==> config.mk <==
export PLATFORM = sky130hd
export DESIGN_NAME = fifo_fair_reader_writer_lock_top_flat
export DESIGN_NICKNAME = d
export VERILOG_FILES = /design/src/frwl_pkg.sv /design/src/frwl_if.sv /design/src/frwl_ctrl.sv /design/src/frwl_dp.sv /design/src/fifo_fair_reader_writer_lock_top.sv /design/src/flat_wrapper.sv
export SDC_FILE = /design/constraint.sdc
export NUM_CORES = 1
export LEC_CHECK = 0
export BUFFER_PORTS_ARGS = -buffer_cell sky130_fd_sc_hd__buf_2
export CAP_MARGIN = 20
export CORE_AREA = 2 2 156 158
export CTS_CLUSTER_DIAMETER = 150
export DETAILED_ROUTE_END_ITERATION = 8
export DIE_AREA = 0 0 158 160
export GPL_TIMING_DRIVEN = 0
export PLACE_DENSITY_LB_ADDON = 0.2
export SETUP_SLACK_MARGIN = 0.3
export SYNTH_ARGS = -nofsm -noshare
export SYNTH_HDL_FRONTEND = slang
export SYNTH_HIERARCHICAL = 1
export SYNTH_SLANG_ARGS = --single-unit
export TNS_END_PERCENT = 1
==> constraint.sdc <==
create_clock -name i_clk -period 6.45 [get_ports i_clk]
set_clock_uncertainty 0.05 [all_clocks]
set_input_delay 0.3225 -clock i_clk [delete_from_list [all_inputs] [get_ports i_clk]]
set_output_delay 0.3225 -clock i_clk [all_outputs]
set_load 0.03 [all_outputs]
==> src/frwl_pkg.sv <==
// ----------------------------------------------------------------------------
// frwl_pkg
// types and codes of the fair fifo reader-writer lock
// ----------------------------------------------------------------------------
`default_nettype none

package frwl_pkg;

    typedef enum logic [1:0] {
        OP_ACQ_RD = 2'd0,
        OP_ACQ_WR = 2'd1,
        OP_REL_RD = 2'd2,
        OP_REL_WR = 2'd3
    } t_opcode;

    typedef enum logic [1:0] {
        ST_OK        = 2'd0,
        ST_FULL      = 2'd1,
        ST_NO_HOLDER = 2'd2,
        ST_NONE      = 2'd3
    } t_status;

    typedef enum logic {
        KIND_ACK   = 1'b0,
        KIND_GRANT = 1'b1
    } t_kind;

    typedef enum logic {
        S_IDLE,
        S_STEP
    } t_state;

    localparam int          GRANTEE_W  = 8;
    localparam int          READER_W   = 9;
    localparam logic [8:0]  READER_MAX = 9'd511;

    typedef struct packed {
        t_kind                 kind;
        logic [GRANTEE_W-1:0]  grantee;
        logic                  is_writer;
        t_status               status;
    } t_result;

    // controller to datapath
    typedef struct packed {
        logic accept;
        logic emit;
        logic grant;
    } t_dp_cmd;

    // datapath to controller
    typedef struct packed {
        logic grant_ok;
        logic slot_free;
    } t_dp_stat;

endpackage

`default_nettype wire

==> src/frwl_if.sv <==
// ----------------------------------------------------------------------------
// frwl_ev_if / frwl_res_if
// valid-ready channels for lock events and for results
// ----------------------------------------------------------------------------
`default_nettype none

interface frwl_ev_if;
    logic       valid;
    logic       ready;
    logic [1:0] opcode;
    logic [7:0] requester;

    modport source (output valid, output opcode, output requester, input ready);
    modport sink   (input valid, input opcode, input requester, output ready);
endinterface

interface frwl_res_if;
    logic       valid;
    logic       ready;
    logic       kind;
    logic [7:0] grantee;
    logic       grant_is_writer;
    logic [1:0] status;
    logic       last;

    modport source (output valid, output kind, output grantee, output grant_is_writer,
                    output status, output last, input ready);
    modport sink   (input valid, input kind, input grantee, input grant_is_writer,
                    input status, input last, output ready);
endinterface

`default_nettype wire

==> src/frwl_ctrl.sv <==
// ----------------------------------------------------------------------------
// frwl_ctrl
// sequences event acceptance, the acknowledgement and the grant pass
// ----------------------------------------------------------------------------
`default_nettype none

module frwl_ctrl
    import frwl_pkg::*;
(
    input  wire logic     i_clk,
    input  wire logic     i_rst_n,
    input  wire logic     i_ev_valid,
    output logic          o_ev_ready,
    input  wire t_dp_stat i_stat,
    output t_dp_cmd       o_cmd
);

    t_state r_state;
    t_state n_state;

    always_ff @(posedge i_clk) begin
        if (!i_rst_n) begin
            r_state <= S_IDLE;
        end else begin
            r_state <= n_state;
        end
    end

    always_comb begin
        n_state      = r_state;
        o_ev_ready   = 1'b0;
        o_cmd.accept = 1'b0;
        o_cmd.emit   = 1'b0;
        o_cmd.grant  = 1'b0;
        unique case (r_state)
            S_IDLE: begin
                // no transfer is taken while reset is held
                o_ev_ready   = i_rst_n;
                o_cmd.accept = i_ev_valid && i_rst_n;
                if (i_ev_valid && i_rst_n) begin
                    n_state = S_STEP;
                end
            end
            S_STEP: begin
                // pending result leaves once the output register can take it
                if (i_stat.slot_free) begin
                    o_cmd.emit  = 1'b1;
                    o_cmd.grant = i_stat.grant_ok;
                    if (!i_stat.grant_ok) begin
                        n_state = S_IDLE;
                    end
                end
            end
            default: n_state = S_IDLE;
        endcase
    end

endmodule

`default_nettype wire

==> src/frwl_dp.sv <==
// ----------------------------------------------------------------------------
// frwl_dp
// wait queue, lock counts, pending result and output register
// ----------------------------------------------------------------------------
`default_nettype none

module frwl_dp
    import frwl_pkg::*;
#(
    parameter int QUEUE_DEPTH    = 16,
    parameter int REQUESTER_BITS = 8
) (
    input  wire logic       i_clk,
    input  wire logic       i_rst_n,
    input  wire t_dp_cmd    i_cmd,
    output t_dp_stat        o_stat,
    input  wire logic [1:0] i_opcode,
    input  wire logic [7:0] i_requester,
    input  wire logic       i_out_ready,
    output logic            o_out_valid,
    output t_result         o_out,
    output logic            o_out_last
);

    localparam int IdxW = $clog2(QUEUE_DEPTH);
    localparam int CntW = $clog2(QUEUE_DEPTH + 1);
    localparam int SumW = CntW + 1;
    localparam int EntW = REQUESTER_BITS + 1;

    logic [EntW-1:0]     r_queue [QUEUE_DEPTH];
    logic [EntW-1:0]     r_head_ent;
    logic [IdxW-1:0]     r_head, n_head;
    logic [CntW-1:0]     r_count, n_count;
    logic [READER_W-1:0] r_readers, n_readers;
    logic                r_writer, n_writer;
    t_result             r_pend, n_pend;
    t_result             r_out;
    logic                r_out_last;
    logic                r_out_valid, n_out_valid;

    t_opcode             op;
    logic                op_wr;
    logic [REQUESTER_BITS-1:0] req_id;
    logic [SumW-1:0]     tail_sum;
    logic [IdxW-1:0]     tail;
    logic                wr_en;
    logic [EntW-1:0]     wr_data;
    logic                head_is_wr;
    logic                grant_ok;
    t_status             ack_status;

    assign op       = t_opcode'(i_opcode);
    assign op_wr    = (op == OP_ACQ_WR) || (op == OP_REL_WR);
    assign req_id   = REQUESTER_BITS'(i_requester);
    assign wr_data  = {op_wr, req_id};

    always_comb begin
        tail_sum = SumW'(r_head) + SumW'(r_count);
        if (tail_sum >= SumW'(QUEUE_DEPTH)) begin
            tail_sum = tail_sum - SumW'(QUEUE_DEPTH);
        end
        tail = tail_sum[IdxW-1:0];
    end

    assign head_is_wr = r_head_ent[EntW-1];
    assign grant_ok   = (r_count != '0) && !r_writer &&
                        (head_is_wr ? (r_readers == '0) : (r_readers != READER_MAX));

    assign o_stat.grant_ok  = grant_ok;
    assign o_stat.slot_free = !r_out_valid || i_out_ready;

    always_comb begin
        n_head      = r_head;
        n_count     = r_count;
        n_readers   = r_readers;
        n_writer    = r_writer;
        n_pend      = r_pend;
        wr_en       = 1'b0;
        ack_status  = ST_OK;

        if (i_cmd.accept) begin
            unique case (op) inside
                OP_ACQ_RD, OP_ACQ_WR: begin
                    if (r_count == CntW'(QUEUE_DEPTH)) begin
                        ack_status = ST_FULL;
                    end else begin
                        wr_en   = 1'b1;
                        n_count = r_count + 1'b1;
                    end
                end
                OP_REL_RD: begin
                    if (r_readers == '0) begin
                        ack_status = ST_NO_HOLDER;
                    end else begin
                        n_readers = r_readers - 1'b1;
                    end
                end
                OP_REL_WR: begin
                    if (!r_writer) begin
                        ack_status = ST_NO_HOLDER;
                    end else begin
                        n_writer = 1'b0;
                    end
                end
                default: ack_status = ST_OK;
            endcase
            n_pend.kind      = KIND_ACK;
            n_pend.grantee   = GRANTEE_W'(req_id);
            n_pend.is_writer = op_wr;
            n_pend.status    = ack_status;
        end

        if (i_cmd.grant) begin
            n_head  = (r_head == IdxW'(QUEUE_DEPTH - 1)) ? '0 : r_head + 1'b1;
            n_count = r_count - 1'b1;
            if (head_is_wr) begin
                n_writer = 1'b1;
            end else begin
                n_readers = r_readers + 1'b1;
            end
            n_pend.kind      = KIND_GRANT;
            n_pend.grantee   = GRANTEE_W'(r_head_ent[REQUESTER_BITS-1:0]);
            n_pend.is_writer = head_is_wr;
            n_pend.status    = ST_OK;
        end

        if (i_cmd.emit) begin
            n_out_valid = 1'b1;
        end else if (i_out_ready) begin
            n_out_valid = 1'b0;
        end else begin
            n_out_valid = r_out_valid;
        end
    end

    always_ff @(posedge i_clk) begin
        if (!i_rst_n) begin
            r_head      <= '0;
            r_count     <= '0;
            r_readers   <= '0;
            r_writer    <= 1'b0;
            r_out_valid <= 1'b0;
        end else begin
            r_head      <= n_head;
            r_count     <= n_count;
            r_readers   <= n_readers;
            r_writer    <= n_writer;
            r_out_valid <= n_out_valid;
        end
    end

    // queue memory: write at the tail, registered read that follows the head
    always_ff @(posedge i_clk) begin
        if (wr_en) begin
            r_queue[tail] <= wr_data;
        end
        if (wr_en && (tail == n_head)) begin
            r_head_ent <= wr_data;
        end else begin
            r_head_ent <= r_queue[n_head];
        end
    end

    always_ff @(posedge i_clk) begin
        r_pend <= n_pend;
        if (i_cmd.emit) begin
            r_out      <= r_pend;
            r_out_last <= !grant_ok;
        end
    end

    assign o_out_valid = r_out_valid;
    assign o_out       = r_out;
    assign o_out_last  = r_out_last;

endmodule

`default_nettype wire

==> src/fifo_fair_reader_writer_lock_top.sv <==
// ----------------------------------------------------------------------------
// fifo_fair_reader_writer_lock_top
// fair fifo reader-writer lock arbiter
// ----------------------------------------------------------------------------
// Each lock event is accepted in the idle state, which loads its
// acknowledgement into a pending register; one grant per cycle follows while
// the queue head may take the lock and the result side does not stall. The
// controller steps one result per cycle through the pending register while
// the output register is free, and the queue memory's registered read port
// always holds the current head. A new event is taken as soon as the previous
// one has handed its last result to the output register. The queue needs no
// clearing after reset.
`default_nettype none

module fifo_fair_reader_writer_lock_top
    import frwl_pkg::*;
#(
    parameter int QUEUE_DEPTH    = 16,
    parameter int REQUESTER_BITS = 8
) (
    input  wire logic   i_clk,
    input  wire logic   i_rst_n,
    frwl_ev_if.sink     i_ev,
    frwl_res_if.source  o_res
);

    t_dp_cmd  cmd;
    t_dp_stat stat;
    t_result  res;
    logic     res_valid;
    logic     res_last;
    logic     ev_ready;

    frwl_ctrl u_ctrl (
        .i_clk      (i_clk),
        .i_rst_n    (i_rst_n),
        .i_ev_valid (i_ev.valid),
        .o_ev_ready (ev_ready),
        .i_stat     (stat),
        .o_cmd      (cmd)
    );

    frwl_dp #(
        .QUEUE_DEPTH    (QUEUE_DEPTH),
        .REQUESTER_BITS (REQUESTER_BITS)
    ) u_dp (
        .i_clk       (i_clk),
        .i_rst_n     (i_rst_n),
        .i_cmd       (cmd),
        .o_stat      (stat),
        .i_opcode    (i_ev.opcode),
        .i_requester (i_ev.requester),
        .i_out_ready (o_res.ready),
        .o_out_valid (res_valid),
        .o_out       (res),
        .o_out_last  (res_last)
    );

    assign i_ev.ready            = ev_ready;
    assign o_res.valid           = res_valid;
    assign o_res.kind            = res.kind;
    assign o_res.grantee         = res.grantee;
    assign o_res.grant_is_writer = res.is_writer;
    assign o_res.status          = res.status;
    assign o_res.last            = res_last;

endmodule

`default_nettype wire

==> src/flat_wrapper.sv <==
// flat-port wrapper written by rule: the top's interface ports become plain ports
module fifo_fair_reader_writer_lock_top_flat import frwl_pkg::*;
#(
    parameter int QUEUE_DEPTH    = 16,
    parameter int REQUESTER_BITS = 8
)
  (i_clk, i_rst_n, i_ev_valid, i_ev_opcode, i_ev_requester, i_ev_ready, o_res_valid, o_res_kind, o_res_grantee, o_res_grant_is_writer, o_res_status, o_res_last, o_res_ready);
  frwl_ev_if i_ev_i ();
  frwl_res_if o_res_i ();
  input  wire logic i_clk;
  input  wire logic i_rst_n;
  input wire logic [$bits(i_ev_i.valid)-1:0] i_ev_valid;
  input wire logic [$bits(i_ev_i.opcode)-1:0] i_ev_opcode;
  input wire logic [$bits(i_ev_i.requester)-1:0] i_ev_requester;
  output wire logic [$bits(i_ev_i.ready)-1:0] i_ev_ready;
  output wire logic [$bits(o_res_i.valid)-1:0] o_res_valid;
  output wire logic [$bits(o_res_i.kind)-1:0] o_res_kind;
  output wire logic [$bits(o_res_i.grantee)-1:0] o_res_grantee;
  output wire logic [$bits(o_res_i.grant_is_writer)-1:0] o_res_grant_is_writer;
  output wire logic [$bits(o_res_i.status)-1:0] o_res_status;
  output wire logic [$bits(o_res_i.last)-1:0] o_res_last;
  input wire logic [$bits(o_res_i.ready)-1:0] o_res_ready;
  assign i_ev_i.valid = i_ev_valid;
  assign i_ev_i.opcode = i_ev_opcode;
  assign i_ev_i.requester = i_ev_requester;
  assign i_ev_ready = i_ev_i.ready;
  assign o_res_valid = o_res_i.valid;
  assign o_res_kind = o_res_i.kind;
  assign o_res_grantee = o_res_i.grantee;
  assign o_res_grant_is_writer = o_res_i.grant_is_writer;
  assign o_res_status = o_res_i.status;
  assign o_res_last = o_res_i.last;
  assign o_res_i.ready = o_res_ready;
  fifo_fair_reader_writer_lock_top #(.QUEUE_DEPTH(QUEUE_DEPTH), .REQUESTER_BITS(REQUESTER_BITS)) u_core (.i_clk(i_clk), .i_rst_n(i_rst_n), .i_ev(i_ev_i), .o_res(o_res_i));
endmodule
==> flow_summary.toml, run 1 <==
[yosys]
ys.flop_type = "edfxtp_1"
avgSynthCellArea_um2 = 17.0
synth-seq-area-share = 0.680
synth_nets = 506
async_reset_ff_frac = 0
synth_area_mm2 = 0.00816
synth_edf_count = 166
synth-seq-cells = 194
syn_inst = 480
synth_cell_type_count = 61
synth_warnings = 6

[timing]
drv_slew = 0
period_minus_slack_ns = 4.09
max_freq_mhz = 245
setup_viol = 0
fin_ws_ns = 2.36
rsz0062_at_grt = "false"
period_share = 0.634
worstMarginPinSlew_ns = 1.04
hold_ws_ns = 0.145
tns_ns = 0
report.final.hold_viol_count = 0
relSlewSlack = 0.306

[power]
p_per_area_mw_per_mm2 = 311
power.total_uw = 2910
peakVddDrop_v = 0.000185
power.static_leakage_uw = 0.00314

[grt]
grt_first_pass_wirelength_um = 26000
first_global_vias = 4373
antenna_found_initial = 0
grt_max_degree = 21
grt_overflow = 0
grtUsageTotal = 0.139

[worst_setup_path]
start_kind = "flip-flop"
cp_slowest_stage_delay_ns = 0.50
crit_fanout = 10
path_cells = "buf_2 > mux4_2 > mux2i_1 > a22oi_1 > mux2i_1 > and2_1 > buf_4 > and3_2 > clkbuf_1 > inv_1 > fa_1 > nor2b_1 > o21a_1 > o211ai_1 > nand3_1 > nor3b_1"
path_class = "flip-flop to flip-flop"
cp-end-kind = "flip-flop"
worstRegToRegCells = 16
crit_slowest_cell = "fa_1"
worst_path_most_repeated_cell = "mux2i_1"
ff2ff_setup_slack_ns = 2.36
r2r-end = "u_core/u_dp/r_count[4]"
worstPathArrival_ns = 4.38
cp.required_ns = 6.75

[clocking]
cts_sinks = 194
clkTransAtPathRegs_ns = 0.07
holdBufCountCts = 0
cts.path.max_buffers = 2
cts_tree = "built"
clock-root-buffer = "clkbuf_16"
cts_setup_buffers = 0
cts_resized = 0
h-tree-depth = 4
numCtsBuffers = 17
insertion_delay_ns = 0.43

[layout]
seq_area_mm2 = 0.00555
diodes = 0
multi_input_area_mm2 = 0.00245
fillerInstances = 2220
area_growth_pct = 14.7
final_nets = 558
fin_cells = 869
drive_above_1_share = 0.202

[floorplanning]
core_area_mm2 = 0.0238
io_pins = 29
start_util = 0.343
die_width_um = 158
fp.dieH_um = 160
rows = 57
design.die.area_mm2 = 0.0253

[worst_hold_path]
hold_start = "i_ev_valid"
holdPathEnd = "u_core/u_ctrl/r_state"
min_path_cells = 3
hp-class = "input pin to flip-flop"

[place]
pre_cts_ws_ns = 2.40
gp_congestion = 0.792
place_hpwl_um = 11300
dp_cells = 836
io_buffer_count = 28

[job]
maxCapViolations = 0

[drt]
drt_iter0_drc = 272
drt-total-wl_um = 16400
post_drt_wl_per_cell_um = 18.8
first_pass_iters = 5
vias_per_cell = 5.08
vias = 4417
antenna_left = 0
drc_errors = 0

[run_status]
status = "finished clean"
[sequential cells by signal, summed over array words and instances, names as in the netlist, named ones only]
signal	flops
u_core/u_dp/r_queue	144
u_core/u_dp/o_out	12
u_core/u_dp/r_pend	12
u_core/u_dp/r_readers	9
u_core/u_dp/r_count	5
u_core/u_dp/r_head	4
u_core/u_ctrl/r_state	1
u_core/u_dp/o_out_last	1
u_core/u_dp/o_out_valid	1
u_core/u_dp/r_writer	1
[how the worst max path moves through the flow]
stage | to | slack [ns] | cells after the start
6_report | u_core/u_dp/r_count[4] | 2.36 | 16
4_1_cts | u_core/u_dp/r_count[4] | 2.36 | 16
3_3_place_gp | u_core/u_dp/r_count[4] | 2.41 | 16
3_5_place_dp | u_core/u_dp/r_count[4] | 2.40 | 16
5_1_grt | u_core/u_dp/r_count[4] | 1.98 | 16
2_1_floorplan | u_core/u_dp/r_count[4] | 2.99 | 16
[cell usage in the layout, fill, tap and decap left out, types with 3 or more instances in the layout]
cell	count
and3_1	5
buf_6	4
or3_1	4
inv_6	4
nor2b_1	3
xnor2_1	6
nor4_2	4
nand3b_1	3
inv_8	3
o311ai_1	3
inv_1	11
clkbuf_1	11
a22o_1	8
xor2_1	4
nor2_1	25
mux4_1	17
mux2i_1	4
edfxtp_1	166
nand2_1	25
clkinv_8	5
a21oi_1	20
nand2b_1	9
nand3_1	10
buf_4	6
o21ai_1	8
dfxtp_1	28
o21ai_0	5
a21o_1	4
nor4_1	5
buf_2	30
nor3_1	3
ha_1	10
mux4_2	26
clkbuf_16	17
and2_1	7
[through the flow]
step	utilization	area [um2]
after floorplan	-	8160
after global placement	0.365	8710
after detailed placement	0.368	8760
after CTS	0.392	9350
after global routing	0.393	9360
final	0.393	9360
[where the power goes]
group          internal (uW)  leakage [uW]  switching, uW
combinational            205       0.00112            241
sequential              1420       0.00173           22.7
clock                    519      0.000287            508
[worst max-delay path: cells and delay by family, from the launching register on]
family | cells | cell delay, ns
buf+inv | 4 | 0.97
simple gates | 5 | 0.81
fa+ha+maj | 1 | 0.50
flops | 1 | 0.41
mux | 3 | 0.64
compound gates | 3 | 0.61
[cell type report]
type,instances,area share
buffer,21,0.0158
clock buffer,17,0.0455
clock inverter,15,0.0174
inverter,12,0.00481
multi-input combinational,253,0.262
sequential,194,0.593
tap,324,0.0433
timing repair buffer,33,0.0190
[logic make-up (layout without fill, tap and decap cells)]
kind of cell / Yosys count / in the layout / share of synthesized area
DFF: 194 / 194 / 0.680
and+or+nand+nor: 116 / 116 / 0.0754
AOI/OAI and AO/OA: 65 / 65 / 0.0549
muxes: 50 / 50 / 0.136
buffers and inverters: 33 / 98 / 0.0236
adders and majority gates: 12 / 12 / 0.0202
xor gates and xnor gates: 10 / 10 / 0.0107
[synthesized netlist by cell type, types with 2 or more instances]
cell	number	area, um2
edfxtp_1	166	4980
dfxtp_1	28	561
mux4_2	26	586
nand2_1	25	93.8
nor2_1	25	93.8
a21oi_1	20	100
mux4_1	17	447
clkbuf_1	11	41.3
inv_1	11	41.3
ha_1	10	125
nand3_1	10	50.1
nand2b_1	9	56.3
nor4_1	9	56.3
a22o_1	8	70.1
o21ai_1	8	40.0
and2_1	7	43.8
xnor2_1	6	52.6
and3_1	5	31.3
o21ai_0	5	25.0
a21o_1	4	30.0
buf_6	4	45.0
mux2i_1	4	40.0
or3_1	4	25.0
xor2_1	4	35.0
nand3b_1	3	22.5
nor2b_1	3	18.8
nor3_1	3	15.0
o311ai_1	3	26.3
a22oi_1	2	15.0
a31oi_1	2	12.5
buf_12	2	40.0
buf_2	2	10.0
fa_1	2	40.0
mux2_1	2	22.5
nor3b_1	2	15.0
nor4b_1	2	17.5
or4b_1	2	20.0
[metal layers]
| layer | vias to the layer above | track usage | share of wire |
|---|---|---|---|
| met5 | - | 0 | 0 |
| met4 | 0 | 0.0385 | 0.016 |
| met3 | 17 | 0.0336 | 0.043 |
| met2 | 103 | 0.212 | 0.46 |
| met1 | 2259 | 0.199 | 0.48 |
| li1 | 2038 | - | - |
Note: power is estimated with default switching activity, not from simulation.
==> run 2: changes to the inputs <==
clock period = 4.1 ns   (was 6.45 ns; I/O delays follow)
==> flow_summary.toml, run 2 (synthesis gave the netlist of run 1 again) <==
[floorplanning]
io_pins = 29
fp.dieH_um = 160
die_width_um = 158
core_area_mm2 = 0.0238
design.die.area_mm2 = 0.0253
start_util = 0.343
rows = 57

[timing]
rsz0062_at_grt = "false"
drv_slew = 0
period_share = 0.866
max_freq_mhz = 282
period_minus_slack_ns = 3.55
report.final.hold_viol_count = 0
tns_ns = 0
fin_ws_ns = 0.548
relSlewSlack = 0.300
worstMarginPinSlew_ns = 1.05
setup_viol = 0
hold_ws_ns = 0.0276

[worst_setup_path]
start_kind = "flip-flop"
crit_slowest_cell = "mux4_2"
cp.required_ns = 4.40
worstPathArrival_ns = 3.85
ff2ff_setup_slack_ns = 0.55
path_cells = "buf_6 > mux4_2 > mux2i_2 > a22oi_2 > mux2i_1 > and2_1 > buf_4 > and3_4 > buf_6 > clkinvlp_4 > fa_1 > nor2b_1 > o21a_1 > o211ai_1 > nand3_1 > nor3b_1"
cp_slowest_stage_delay_ns = 0.56
crit_fanout = 10
worstRegToRegCells = 16
cp-end-kind = "flip-flop"
r2r-end = "u_core/u_dp/r_count[4]"
worst_path_most_repeated_cell = "buf_6"
path_class = "flip-flop to flip-flop"

[clocking]
insertion_delay_ns = 0.43
cts_sinks = 194
cts_tree = "built"
clkTransAtPathRegs_ns = 0.07
h-tree-depth = 4
holdBufCountCts = 0
cts.path.max_buffers = 2
numCtsBuffers = 17
clock-root-buffer = "clkbuf_16"

[job]
maxCapViolations = 0

[place]
gp_congestion = 0.792
io_buffer_count = 28
place_hpwl_um = 11300
pre_cts_ws_ns = 0.0536

[drt]
vias = 4416
post_drt_wl_per_cell_um = 18.8
drt_iter0_drc = 276
first_pass_iters = 4
antenna_left = 0
vias_per_cell = 5.07
drt-total-wl_um = 16400
drc_errors = 0

[layout]
fillerInstances = 2214
layout_commonest_cell = "edfxtp_1"
diodes = 0
final_nets = 560
mostFrequentLayoutCells = "166 x edfxtp_1, 29 x buf_2, 27 x dfxtp_1, 26 x mux4_2"
top_register = "u_core/u_dp/r_queue"
largest_reg_flops = 144
area_growth_pct = 15.5
drive_above_1_share = 0.219

[power]
p_per_area_mw_per_mm2 = 490
power.static_leakage_uw = 0.00316
peakVddDrop_v = 0.000292

[worst_hold_path]
hold_start = "i_ev_valid"
min_path_cells = 3
holdPathEnd = "u_core/u_ctrl/r_state"
hp-class = "input pin to flip-flop"

[grt]
grt_first_pass_wirelength_um = 26000
grt_overflow = 0
grtUsageTotal = 0.139
first_global_vias = 4373
grt_max_degree = 21
antenna_found_initial = 0

[run_status]
status = "finished clean"
## run 2: critical path: cells and delay by family, from the launching register on
family	cells	cell delay, ns
AOI/OAI and AO/OA	3	0.36
DFF	1	0.33
and+or+nand+nor	5	0.79
muxes	3	0.96
adders and majority gates	1	0.47
buffers and inverters	4	0.51
## run 2: worst max-delay path by stage
| stage | slack, ns | end | depth (start not counted) | startpoint |
|---|---|---|---|---|
| global route | 0.30 | u_core/u_dp/r_count[4] | 16 | flip-flop |
| global placement | 0.06 | u_core/u_dp/r_count[4] | 16 | flip-flop |
| detailed placement | 0.05 | u_core/u_dp/r_count[4] | 16 | flip-flop |
| finish | 0.55 | u_core/u_dp/r_count[4] | 16 | flip-flop |
| CTS | 0.31 | u_core/u_dp/r_count[4] | 16 | flip-flop |
| floorplan | 0.64 | u_core/u_dp/r_count[4] | 16 | flip-flop |
## run 2: through the flow
stage | instances | area [um2] | power [uW] | utilization
3_3_place_gp | 832 | 8710 | 3000 | 0.365
2_1_floorplan | 480 | 8160 | 2820 | -
3_5_place_dp | 836 | 8760 | 3020 | 0.368
4_1_cts | 868 | 9360 | 4630 | 0.393
6_report | 871 | 9420 | 4620 | 0.396
5_1_grt | 871 | 9420 | 4810 | 0.396
## run 2: per-layer routing
layer / vias up / track usage / share of wire
li1: 2041 / - / -
met1: 2268 / 0.199 / 0.48
met2: 91 / 0.212 / 0.47
met3: 16 / 0.0336 / 0.037
met4: 0 / 0.0385 / 0.013
met5: - / 0 / 0
## run 2: report_power, final
group | total (uW) | switching [uW] | internal [uW]
combinational | 730 | 387 | 343
sequential | 2270 | 37.4 | 2230
clock | 1620 | 801 | 817
## run 2: timing repair
action	CTS	global route
pin swaps	0	1
setup endpoints to repair	13	21
buffers inserted	0	2
resized for setup	3	14
## run 2: layout make-up
class,instances,area (um2),share of cell area
clock buffer,17,425,0.0451
timing repair buffer,35,193,0.0204
sequential,194,5550,0.589
buffer,21,170,0.0181
inverter,12,48.8,0.00518
clock inverter,15,163,0.0173
tap,324,405,0.0430
multi-input combinational,253,2470,0.262
